<file path="src/design/symbolic_file_mode_parser_core_assert.svh">
// assertion macros for the symbolic file mode parser
`ifndef SYMBOLIC_FILE_MODE_PARSER_CORE_ASSERT_SVH
`define SYMBOLIC_FILE_MODE_PARSER_CORE_ASSERT_SVH

// property checked on every clock edge outside reset
`define SFMP_ASSERT(lbl, clk, rst_n, prop) \
  lbl: assert property (@(posedge clk) disable iff (!rst_n) (prop)) \
    else $error("sfmp assertion failed");

// condition in one cycle implies a consequence in the next
`define SFMP_ASSERT_NEXT(lbl, clk, rst_n, ante, cons) \
  lbl: assert property (@(posedge clk) disable iff (!rst_n) (ante) |=> (cons)) \
    else $error("sfmp assertion failed");

`endif

</file>
<file path="src/design/sfmp_pkg.sv">
// constants shared by the symbolic file mode parser
`default_nettype none

package sfmp_pkg;

  localparam int unsigned ModeW = 12;

  localparam logic [ModeW-1:0] WhoUser   = 12'o5700;
  localparam logic [ModeW-1:0] WhoGroup  = 12'o2070;
  localparam logic [ModeW-1:0] WhoOther  = 12'o0007;
  localparam logic [ModeW-1:0] WhoAll    = 12'o1777;
  localparam logic [ModeW-1:0] PermRead  = 12'o0444;
  localparam logic [ModeW-1:0] PermWrite = 12'o0222;
  localparam logic [ModeW-1:0] PermExec  = 12'o0111;
  localparam logic [ModeW-1:0] PermSetid = 12'o6000;
  localparam logic [ModeW-1:0] PermStick = 12'o1000;

  localparam logic [ModeW-1:0] UmaskReset = 12'o0022;

  // parse phases
  localparam logic [1:0] PhDigits = 2'd0;
  localparam logic [1:0] PhWho    = 2'd1;
  localparam logic [1:0] PhPerm   = 2'd2;
  localparam logic [1:0] PhCopied = 2'd3;

  // pending operator codes
  localparam logic [1:0] OpNone = 2'd0;
  localparam logic [1:0] OpAdd  = 2'd1;
  localparam logic [1:0] OpSub  = 2'd2;
  localparam logic [1:0] OpSet  = 2'd3;

  localparam logic [7:0] ChPlus  = 8'h2b;
  localparam logic [7:0] ChMinus = 8'h2d;
  localparam logic [7:0] ChEqual = 8'h3d;
  localparam logic [7:0] ChComma = 8'h2c;
  localparam logic [7:0] ChZero  = 8'h30;
  localparam logic [7:0] ChSeven = 8'h37;
  localparam logic [7:0] ChA     = 8'h61;
  localparam logic [7:0] ChG     = 8'h67;
  localparam logic [7:0] ChO     = 8'h6f;
  localparam logic [7:0] ChR     = 8'h72;
  localparam logic [7:0] ChS     = 8'h73;
  localparam logic [7:0] ChT     = 8'h74;
  localparam logic [7:0] ChU     = 8'h75;
  localparam logic [7:0] ChW     = 8'h77;
  localparam logic [7:0] ChX     = 8'h78;

  function automatic logic [ModeW-1:0] apply_op(input logic [1:0]       op,
                                                input logic [ModeW-1:0] bits,
                                                input logic [ModeW-1:0] who,
                                                input logic [ModeW-1:0] cur);
    logic [ModeW-1:0] sel;
    logic [ModeW-1:0] res;
    sel = bits & who;
    res = cur;
    case (op)
      OpAdd:   res = cur | sel;
      OpSub:   res = cur & ~sel;
      OpSet:   res = (cur & ~who) | sel;
      default: res = cur;
    endcase
    return res;
  endfunction

endpackage

`default_nettype wire

</file>
<file path="src/design/symbolic_file_mode_parser_core.sv">
// symbolic file mode parser: one character per transfer, one result per string
//
//   channel | signals                                  | dir
//   --------+------------------------------------------+-----
//   in      | in_valid_i in_ready_o first_char_i       | in
//           | last_char_i char_code_i orig_mode_i      |
//   out     | out_valid_o out_ready_i new_mode_o       | out
//           | invalid_o                                |
//   cfg     | cfg_we_i cfg_wdata_i (umask)             | in
//
// one character per cycle while the output is not stalled; the parse state is updated in the cycle of the transfer
// the result of the last character is registered in the output register in the cycle after its transfer
// reset gives umask 0022 and an empty string with saved mode zero
// a stalled result blocks every input transfer until the result is taken
`default_nettype none

`include "symbolic_file_mode_parser_core_assert.svh"

module symbolic_file_mode_parser_core
  import sfmp_pkg::*;
(
  input  wire logic             clk_i,
  input  wire logic             rst_ni,
  input  wire logic             cfg_we_i,
  input  wire logic [ModeW-1:0] cfg_wdata_i,
  input  wire logic             in_valid_i,
  output logic                  in_ready_o,
  input  wire logic             first_char_i,
  input  wire logic             last_char_i,
  input  wire logic [7:0]       char_code_i,
  input  wire logic [ModeW-1:0] orig_mode_i,
  output logic                  out_valid_o,
  input  wire logic             out_ready_i,
  output logic [ModeW-1:0]      new_mode_o,
  output logic                  invalid_o
);

  logic [ModeW-1:0] umask_q;
  logic [1:0]       phase_q, phase_d;
  logic [ModeW-1:0] octal_q, octal_d;
  logic [ModeW-1:0] who_q, who_d;
  logic [1:0]       op_q, op_d;
  logic [ModeW-1:0] perm_q, perm_d;
  logic             started_q, started_d;
  logic [ModeW-1:0] cur_q, cur_d;
  logic             err_q, err_d;
  logic [ModeW-1:0] saved_q, saved_d;
  logic             out_valid_q;
  logic [ModeW-1:0] out_mode_q, out_mode_d;
  logic             out_inv_q, out_inv_d;
  logic             in_fire;

  assign in_ready_o  = !out_valid_q || out_ready_i;
  assign in_fire     = in_valid_i && in_ready_o;
  assign out_valid_o = out_valid_q;
  assign new_mode_o  = out_mode_q;
  assign invalid_o   = out_inv_q;

  always_comb begin
    logic [1:0]       opc;
    logic             done;
    logic [2:0]       cp;
    logic             is_copy;
    logic [ModeW-1:0] def_who;
    opc     = OpNone;
    done    = 1'b0;
    cp      = 3'd0;
    is_copy = 1'b0;
    def_who = WhoAll & ~umask_q;

    phase_d   = phase_q;
    octal_d   = octal_q;
    who_d     = who_q;
    op_d      = op_q;
    perm_d    = perm_q;
    started_d = started_q;
    cur_d     = cur_q;
    err_d     = err_q;
    saved_d   = saved_q;

    if (first_char_i) begin
      phase_d   = PhDigits;
      octal_d   = '0;
      who_d     = '0;
      op_d      = OpNone;
      perm_d    = '0;
      started_d = 1'b0;
      cur_d     = orig_mode_i;
      saved_d   = orig_mode_i;
      err_d     = 1'b0;
    end

    unique case (char_code_i)
      ChPlus:  opc = OpAdd;
      ChMinus: opc = OpSub;
      ChEqual: opc = OpSet;
      default: opc = OpNone;
    endcase

    if (!err_d) begin
      if (phase_d == PhDigits) begin
        if (char_code_i >= ChZero && char_code_i <= ChSeven) begin
          octal_d = {octal_d[ModeW-4:0], char_code_i[2:0]};
          done    = 1'b1;
        end else begin
          who_d   = '0;
          op_d    = OpNone;
          phase_d = PhWho;
        end
      end
      if (!done) begin
        unique case (phase_d)
          PhWho: begin
            if (char_code_i == ChU) begin
              who_d = who_d | WhoUser;
            end else if (char_code_i == ChG) begin
              who_d = who_d | WhoGroup;
            end else if (char_code_i == ChO) begin
              who_d = who_d | WhoOther;
            end else if (char_code_i == ChA) begin
              who_d = who_d | WhoAll;
            end else if (opc != OpNone) begin
              if (who_d == '0) who_d = def_who;
              op_d      = opc;
              perm_d    = '0;
              started_d = 1'b0;
              phase_d   = PhPerm;
            end else if (char_code_i == ChComma) begin
              who_d   = '0;
              op_d    = OpNone;
              phase_d = PhWho;
            end else begin
              err_d = 1'b1;
            end
          end
          PhPerm: begin
            if (char_code_i == ChR) begin
              perm_d = perm_d | PermRead;  started_d = 1'b1;
            end else if (char_code_i == ChW) begin
              perm_d = perm_d | PermWrite; started_d = 1'b1;
            end else if (char_code_i == ChX) begin
              perm_d = perm_d | PermExec;  started_d = 1'b1;
            end else if (char_code_i == ChS) begin
              perm_d = perm_d | PermSetid; started_d = 1'b1;
            end else if (char_code_i == ChT) begin
              perm_d = perm_d | PermStick; started_d = 1'b1;
            end else begin
              // copy letters only right after the operator
              if (!started_d) begin
                if (char_code_i == ChU) begin
                  cp = cur_d[8:6]; is_copy = 1'b1;
                end else if (char_code_i == ChG) begin
                  cp = cur_d[5:3]; is_copy = 1'b1;
                end else if (char_code_i == ChO) begin
                  cp = cur_d[2:0]; is_copy = 1'b1;
                end
              end
              if (is_copy) begin
                cur_d   = apply_op(op_d, {3'b000, cp, cp, cp}, who_d, cur_d);
                op_d    = OpNone;
                phase_d = PhCopied;
              end else if (opc != OpNone) begin
                cur_d = apply_op(op_d, perm_d, who_d, cur_d);
                if (who_d == '0) who_d = def_who;
                op_d      = opc;
                perm_d    = '0;
                started_d = 1'b0;
              end else if (char_code_i == ChComma) begin
                cur_d   = apply_op(op_d, perm_d, who_d, cur_d);
                who_d   = '0;
                op_d    = OpNone;
                phase_d = PhWho;
              end else begin
                err_d = 1'b1;
              end
            end
          end
          PhCopied: begin
            if (opc != OpNone) begin
              if (who_d == '0) who_d = def_who;
              op_d      = opc;
              perm_d    = '0;
              started_d = 1'b0;
              phase_d   = PhPerm;
            end else if (char_code_i == ChComma) begin
              who_d   = '0;
              op_d    = OpNone;
              phase_d = PhWho;
            end else begin
              err_d = 1'b1;
            end
          end
          default: ;
        endcase
      end
    end

    // end of string: close pending clause, pick result, restart on saved mode
    if (!err_d && phase_d == PhPerm) begin
      out_mode_d = apply_op(op_d, perm_d, who_d, cur_d);
    end else if (!err_d && phase_d == PhDigits) begin
      out_mode_d = octal_d;
    end else begin
      out_mode_d = cur_d;
    end
    if (err_d) out_mode_d = saved_d;
    out_inv_d = err_d;

    if (last_char_i) begin
      phase_d   = PhDigits;
      octal_d   = '0;
      who_d     = '0;
      op_d      = OpNone;
      perm_d    = '0;
      started_d = 1'b0;
      cur_d     = saved_d;
      err_d     = 1'b0;
    end
  end

  always_ff @(posedge clk_i or negedge rst_ni) begin
    if (!rst_ni) begin
      umask_q     <= UmaskReset;
      phase_q     <= PhDigits;
      octal_q     <= '0;
      who_q       <= '0;
      op_q        <= OpNone;
      perm_q      <= '0;
      started_q   <= 1'b0;
      cur_q       <= '0;
      err_q       <= 1'b0;
      saved_q     <= '0;
      out_valid_q <= 1'b0;
    end else begin
      if (cfg_we_i) umask_q <= cfg_wdata_i;
      if (in_fire) begin
        phase_q   <= phase_d;
        octal_q   <= octal_d;
        who_q     <= who_d;
        op_q      <= op_d;
        perm_q    <= perm_d;
        started_q <= started_d;
        cur_q     <= cur_d;
        err_q     <= err_d;
        saved_q   <= saved_d;
      end
      if (in_fire && last_char_i) begin
        out_valid_q <= 1'b1;
      end else if (out_ready_i) begin
        out_valid_q <= 1'b0;
      end
    end
  end

  always_ff @(posedge clk_i) begin
    if (in_fire && last_char_i) begin
      out_mode_q <= out_mode_d;
      out_inv_q  <= out_inv_d;
    end
  end

  `SFMP_ASSERT_NEXT(a_last_gives_result, clk_i, rst_ni,
                    in_fire && last_char_i, out_valid_o)
  `SFMP_ASSERT_NEXT(a_no_spurious_result, clk_i, rst_ni,
                    !(in_fire && last_char_i) && !out_valid_o, !out_valid_o)
  `SFMP_ASSERT_NEXT(a_error_freezes_mode, clk_i, rst_ni,
                    err_q && in_fire && !first_char_i && !last_char_i,
                    err_q && $stable(cur_q))
  `SFMP_ASSERT_NEXT(a_restart_after_result, clk_i, rst_ni,
                    in_fire && last_char_i,
                    !err_q && phase_q == PhDigits && cur_q == saved_q)

endmodule

`default_nettype wire
</file>
<file path="config.mk">
export PLATFORM = sky130hd
export DESIGN_NAME = symbolic_file_mode_parser_core
export DESIGN_NICKNAME = d
export VERILOG_FILES = /design/src/design/sfmp_pkg.sv /design/src/design/symbolic_file_mode_parser_core.sv
export VERILOG_INCLUDE_DIRS = /design/src /design/src/design
export SDC_FILE = /design/constraint.sdc
export NUM_CORES = 1
export LEC_CHECK = 0
export BUFFER_PORTS_ARGS = -buffer_cell sky130_fd_sc_hd__clkbuf_2
export CORE_ASPECT_RATIO = 0.7
export CORE_UTILIZATION = 50
export CTS_BUF_LIST = sky130_fd_sc_hd__clkbuf_4 sky130_fd_sc_hd__clkbuf_8
export DETAILED_ROUTE_END_ITERATION = 10
export GPL_TIMING_DRIVEN = 0
export HOLD_SLACK_MARGIN = 0.05
export PLACE_DENSITY = 0.77
export SLEW_MARGIN = 20
export SYNTH_ARGS = -nofsm -noshare
export SYNTH_HDL_FRONTEND = slang
export SYNTH_SLANG_ARGS = --single-unit
</file>
<file path="constraint.sdc">
create_clock -name clk_i -period 7.5 [get_ports clk_i]
set_input_delay 0.375 -clock clk_i [delete_from_list [all_inputs] [get_ports clk_i]]
set_output_delay 0.375 -clock clk_i [all_outputs]
set_load 0.005 [all_outputs]
</file>
==> impl_results.rst <==
.. list-table::
   :header-rows: 1

   * - Metric
     - Value
   * - Per-instance average area after synthesis
     - 8.427 µm²
   * - Combined global-route utilization of all metal layers
     - 41.95%
   * - Number of nets produced by synthesis
     - 831
   * - Flip-flop and latch count after synthesis
     - 87
   * - Critical path fanouts, max
     - 10
   * - Max Freq
     - 0.2432 GHz
   * - Power per cell area
     - 163.9 mW/mm²
   * - Top flip-flop cell by instance count after synthesis
     - sky130_fd_sc_hd__dfrtp_1
   * - X dimension of the die
     - 140.1 µm
   * - Layout filler cell count
     - 1184
   * - Setup repair after global routing missed its margin
     - false
   * - Total Negative Setup Slacks
     - 0 ns
   * - Actual transition at the worst max-transition pin
     - 1.194 ns
   * - Number of flops mapped to enable cells by yosys
     - 13
   * - Yosys warns
     - 0
   * - Proportion of synthesized flip-flops having asynchronous set or reset
     - 85.06%
   * - DRC violation count after routing
     - 0
   * - Nets
     - 892
   * - Post-Syn Area
     - 0.006674 mm²
   * - Initial antenna violation count
     - 0
   * - Number of optimization iterations in the first detailed-route pass
     - 7
   * - Synth Instances
     - 792
   * - Max-slew headroom
     - 19.73%
   * - Largest area contributor in the synthesized netlist
     - sky130_fd_sc_hd__dfrtp_1
   * - Worst-case reg-to-reg path depth
     - 8
   * - Reg2Reg Capture Point
     - new_mode_o[8]
   * - Sequential cell area
     - 0.002245 mm²
   * - Startpoint type of the worst setup path
     - input port
   * - Number of vias after detailed routing
     - 7413
   * - Final ANT Viol Nets
     - 0
   * - Fraction of layout cells with a size suffix above 1
     - 16.08%
   * - Overall power after layout
     - 1.205 mW
   * - Post-DR vias/cell
     - 7.268
   * - Worst hold path stage count
     - 3
   * - Launch point of the worst path
     - char_code_i[7]
   * - Die H
     - 98.66 µm
   * - CTS H-Tree Depth
     - 3
   * - Outcome
     - finished clean
   * - Tcrit/Tclk final
     - 54.83%
   * - Number of buffers created by CTS
     - 9
   * - Buffers & Inverters on Critical Path
     - 2
   * - Non-filler instance count after layout
     - 1020
   * - Port buffer count
     - 48
   * - Post-route worst setup slack
     - 3.388 ns
   * - CP delay by family, top
     - compound AO/OA/AOI/OAI gates
   * - Crit path capture type
     - flop
   * - Area Growth Syn to Fin
     - 10.18%
   * - Library cells used by synthesis
     - 93
   * - Critical-path cell with the highest stage delay
     - sky130_fd_sc_hd__o31ai_1
   * - Hold path startpoint
     - cfg_wdata_i[9]
   * - Detailed-route wire length
     - 28.47 mm
   * - Final critical delay including setup and external delays
     - 4.112 ns
   * - Data required time at the worst endpoint
     - 7.63 ns
   * - Clk_lat worst skew
     - 0.39 ns
   * - Leak pwr
     - 2.876 nW
   * - Ports placed on the boundary
     - 54
   * - Clock edge transition at the registers on the reported setup and hold paths
     - 0.11 ns
   * - Largest clock skew in the final design
     - 0.01350 ns
   * - Starting Density
     - 52.47%
   * - Area used by multi-input combinational logic
     - 0.004089 mm²
   * - Worst Path Arrival
     - 4.24 ns
   * - Clock tree from TritonCTS
     - done
   * - Routability-driven placement congestion ratio
     - 1.050
   * - Die Footprint
     - 0.01382 mm²
   * - Average detailed-routed wire length per instance
     - 27.91 µm
   * - Worst min-delay path category
     - in -> reg
   * - Final hold violations
     - 0
   * - Number of global-route vias before repair
     - 6630
   * - DP Wirelength
     - 21.76 mm
   * - Register-to-register path setup slack
     - 3.74 ns
   * - Hold path endpoint
     - umask_q[9]
   * - Instance count after placement with tap cells included
     - 1003
   * - Core footprint
     - 0.01272 mm²
   * - Pin count of the biggest net entering global routing
     - 40
   * - Pre-CTS worst setup slack
     - 3.535 ns
   * - Top area cells in the synthesized netlist
     - sky130_fd_sc_hd__dfrtp_1, sky130_fd_sc_hd__edfxtp_1, sky130_fd_sc_hd__nand2_1, sky130_fd_sc_hd__o21ai_0, sky130_fd_sc_hd__a21oi_1
   * - Worst reg2reg startpoint
     - phase_q[1]
   * - Aggregate global routing overflow
     - 0
   * - Final Max Slew Viols
     - 0
   * - Number of clock sinks
     - 87
   * - Maximum clock insertion buffer count
     - 2
   * - Cells along the critical path
     - clkbuf_2 > nand4bb_4 > buf_2 > o31ai_2 > nand3_1 > mux2i_1 > a22oi_1 > o31ai_1 > a221o_1 > a21oi_1
   * - Start-to-end type of the worst setup path
     - in -> reg
   * - FP Rows
     - 34
   * - Sequential cell area fraction in the yosys report
     - 33.63%
   * - Antenna diode count
     - 0
   * - First-pass GRT wire length
     - 42.19 mm
   * - Share of the synthesized area in the top cell type
     - 27.00%
   * - Worst hold margin
     - 0.2026 ns
   * - Detailed router's first-iteration violation count
     - 1126
   * - Worst IR drop on VDD
     - 0.1025 mV
   * - Cell at the root of the clock tree
     - sky130_fd_sc_hd__clkbuf_8
   * - Maxcap violations
     - 0
   * - Slowest Stage Delay on Critical Path
     - 0.98 ns
   * - # setup viols final
     - 0
synth_stat cells (all sizes together), types with 9 or more instances:
library cell and number:
o211ai 10, a31oi 9, dfrtp 72, mux2 17
nand3 20, inv 19, mux2i 15, a22o 19
buf 30, clkbuf 25, a211oi 11, nor2b 13
o21ai 80, nor3 15, a21o 10, o22ai 18
a21oi 50, nand2b 12, nor4 10, nand2 102
nor2 53, o31ai 11, edfxtp 13, a32oi 9
how the worst max path moves through the flow:
stage | to | cells past startpoint
final | new_mode_o[0] | 10
after global routing | new_mode_o[0] | 10
after CTS | new_mode_o[0] | 10
after detailed placement | new_mode_o[0] | 10
after global placement | new_mode_o[0] | 10
after floorplan | new_mode_o[1] | 9
flip-flops by register name, summed over array words and instances, names as in the netlist, 2 cells and up:
signal and count:
cur_q 12, new_mode_o 12, saved_q 12, op_q 2, phase_q 2, octal_q 9, who_q 12, perm_q 12
umask_q 10
worst min-delay path, delay by kind of cell:
family                 cells  cell delay (ns)
AND/OR/NAND/NOR            1             0.04
AO/OA/AOI/OAI              1             0.07
buffers and inverters      1             0.08
routing by layer:
metal	part of all wire [%]	track usage (%)	routed length [µm]
met3	19	19.97	5293
met4	2.8	12.60	805
met1	41	61.05	11730
met5	0	0	0
met2	37	53.62	10650
cell usage in the layout (no fill, tap or decap), types with 15 or more instances in the layout:
| master | instances |
|---|---|
| sky130_fd_sc_hd__nand2_1 | 101 |
| sky130_fd_sc_hd__o21ai_0 | 75 |
| sky130_fd_sc_hd__dfrtp_1 | 72 |
| sky130_fd_sc_hd__nor2_1 | 51 |
| sky130_fd_sc_hd__a21oi_1 | 49 |
| sky130_fd_sc_hd__clkbuf_2 | 47 |
| sky130_fd_sc_hd__clkbuf_1 | 25 |
| sky130_fd_sc_hd__nand3_1 | 20 |
| sky130_fd_sc_hd__a22o_1 | 19 |
| sky130_fd_sc_hd__inv_1 | 18 |
| sky130_fd_sc_hd__o22ai_1 | 18 |
| sky130_fd_sc_hd__mux2_2 | 17 |
| sky130_fd_sc_hd__buf_2 | 16 |
| sky130_fd_sc_hd__mux2i_1 | 15 |
where the power goes:
group / switching [mW] / leakage, nW / total [mW] / internal, mW
logic: 0.208 / 1.69 / 0.309 / 0.100
registers: 0.0234 / 1.09 / 0.542 / 0.518
clock network: 0.216 / 0.0997 / 0.355 / 0.139
stage by stage:
step | utilization (%) | instance area [µm²]
2_1_floorplan | - | 6674
4_1_cts | 57.79 | 7351
6_report | 57.81 | 7353
3_5_place_dp | 56.13 | 7139
5_1_grt | 57.81 | 7353
3_3_place_gp | 55.95 | 7117
cell families (layout without fill, tap and decap cells):
| kind of cell | count (synthesis) | in the layout | share of synthesized area, % |
|---|---|---|---|
| compound gates | 315 | 315 | 33.11 |
| flops | 87 | 87 | 33.63 |
| buf+inv | 75 | 141 | 5.137 |
| simple gates | 279 | 279 | 21.86 |
| mux | 35 | 35 | 6.130 |
| xor+xnor | 1 | 1 | 0.1313 |
area by class of cell:
class	count	area share, %
Buffer	55	3.641
Clock buffer	10	1.872
Clock inverter	6	0.8678
Inverter	20	1.021
Multi-Input combinational cell	630	55.61
Sequential cell	87	30.53
Tap cell	162	2.757
Timing Repair Buffer	50	3.709
what timing repair did:
item,CTS,global route
resized for setup,0,0
hold buffers,1,0
setup buffers,0,0
endpoints found under the hold margin,35,0
Note: power is estimated with default switching activity, not from simulation.
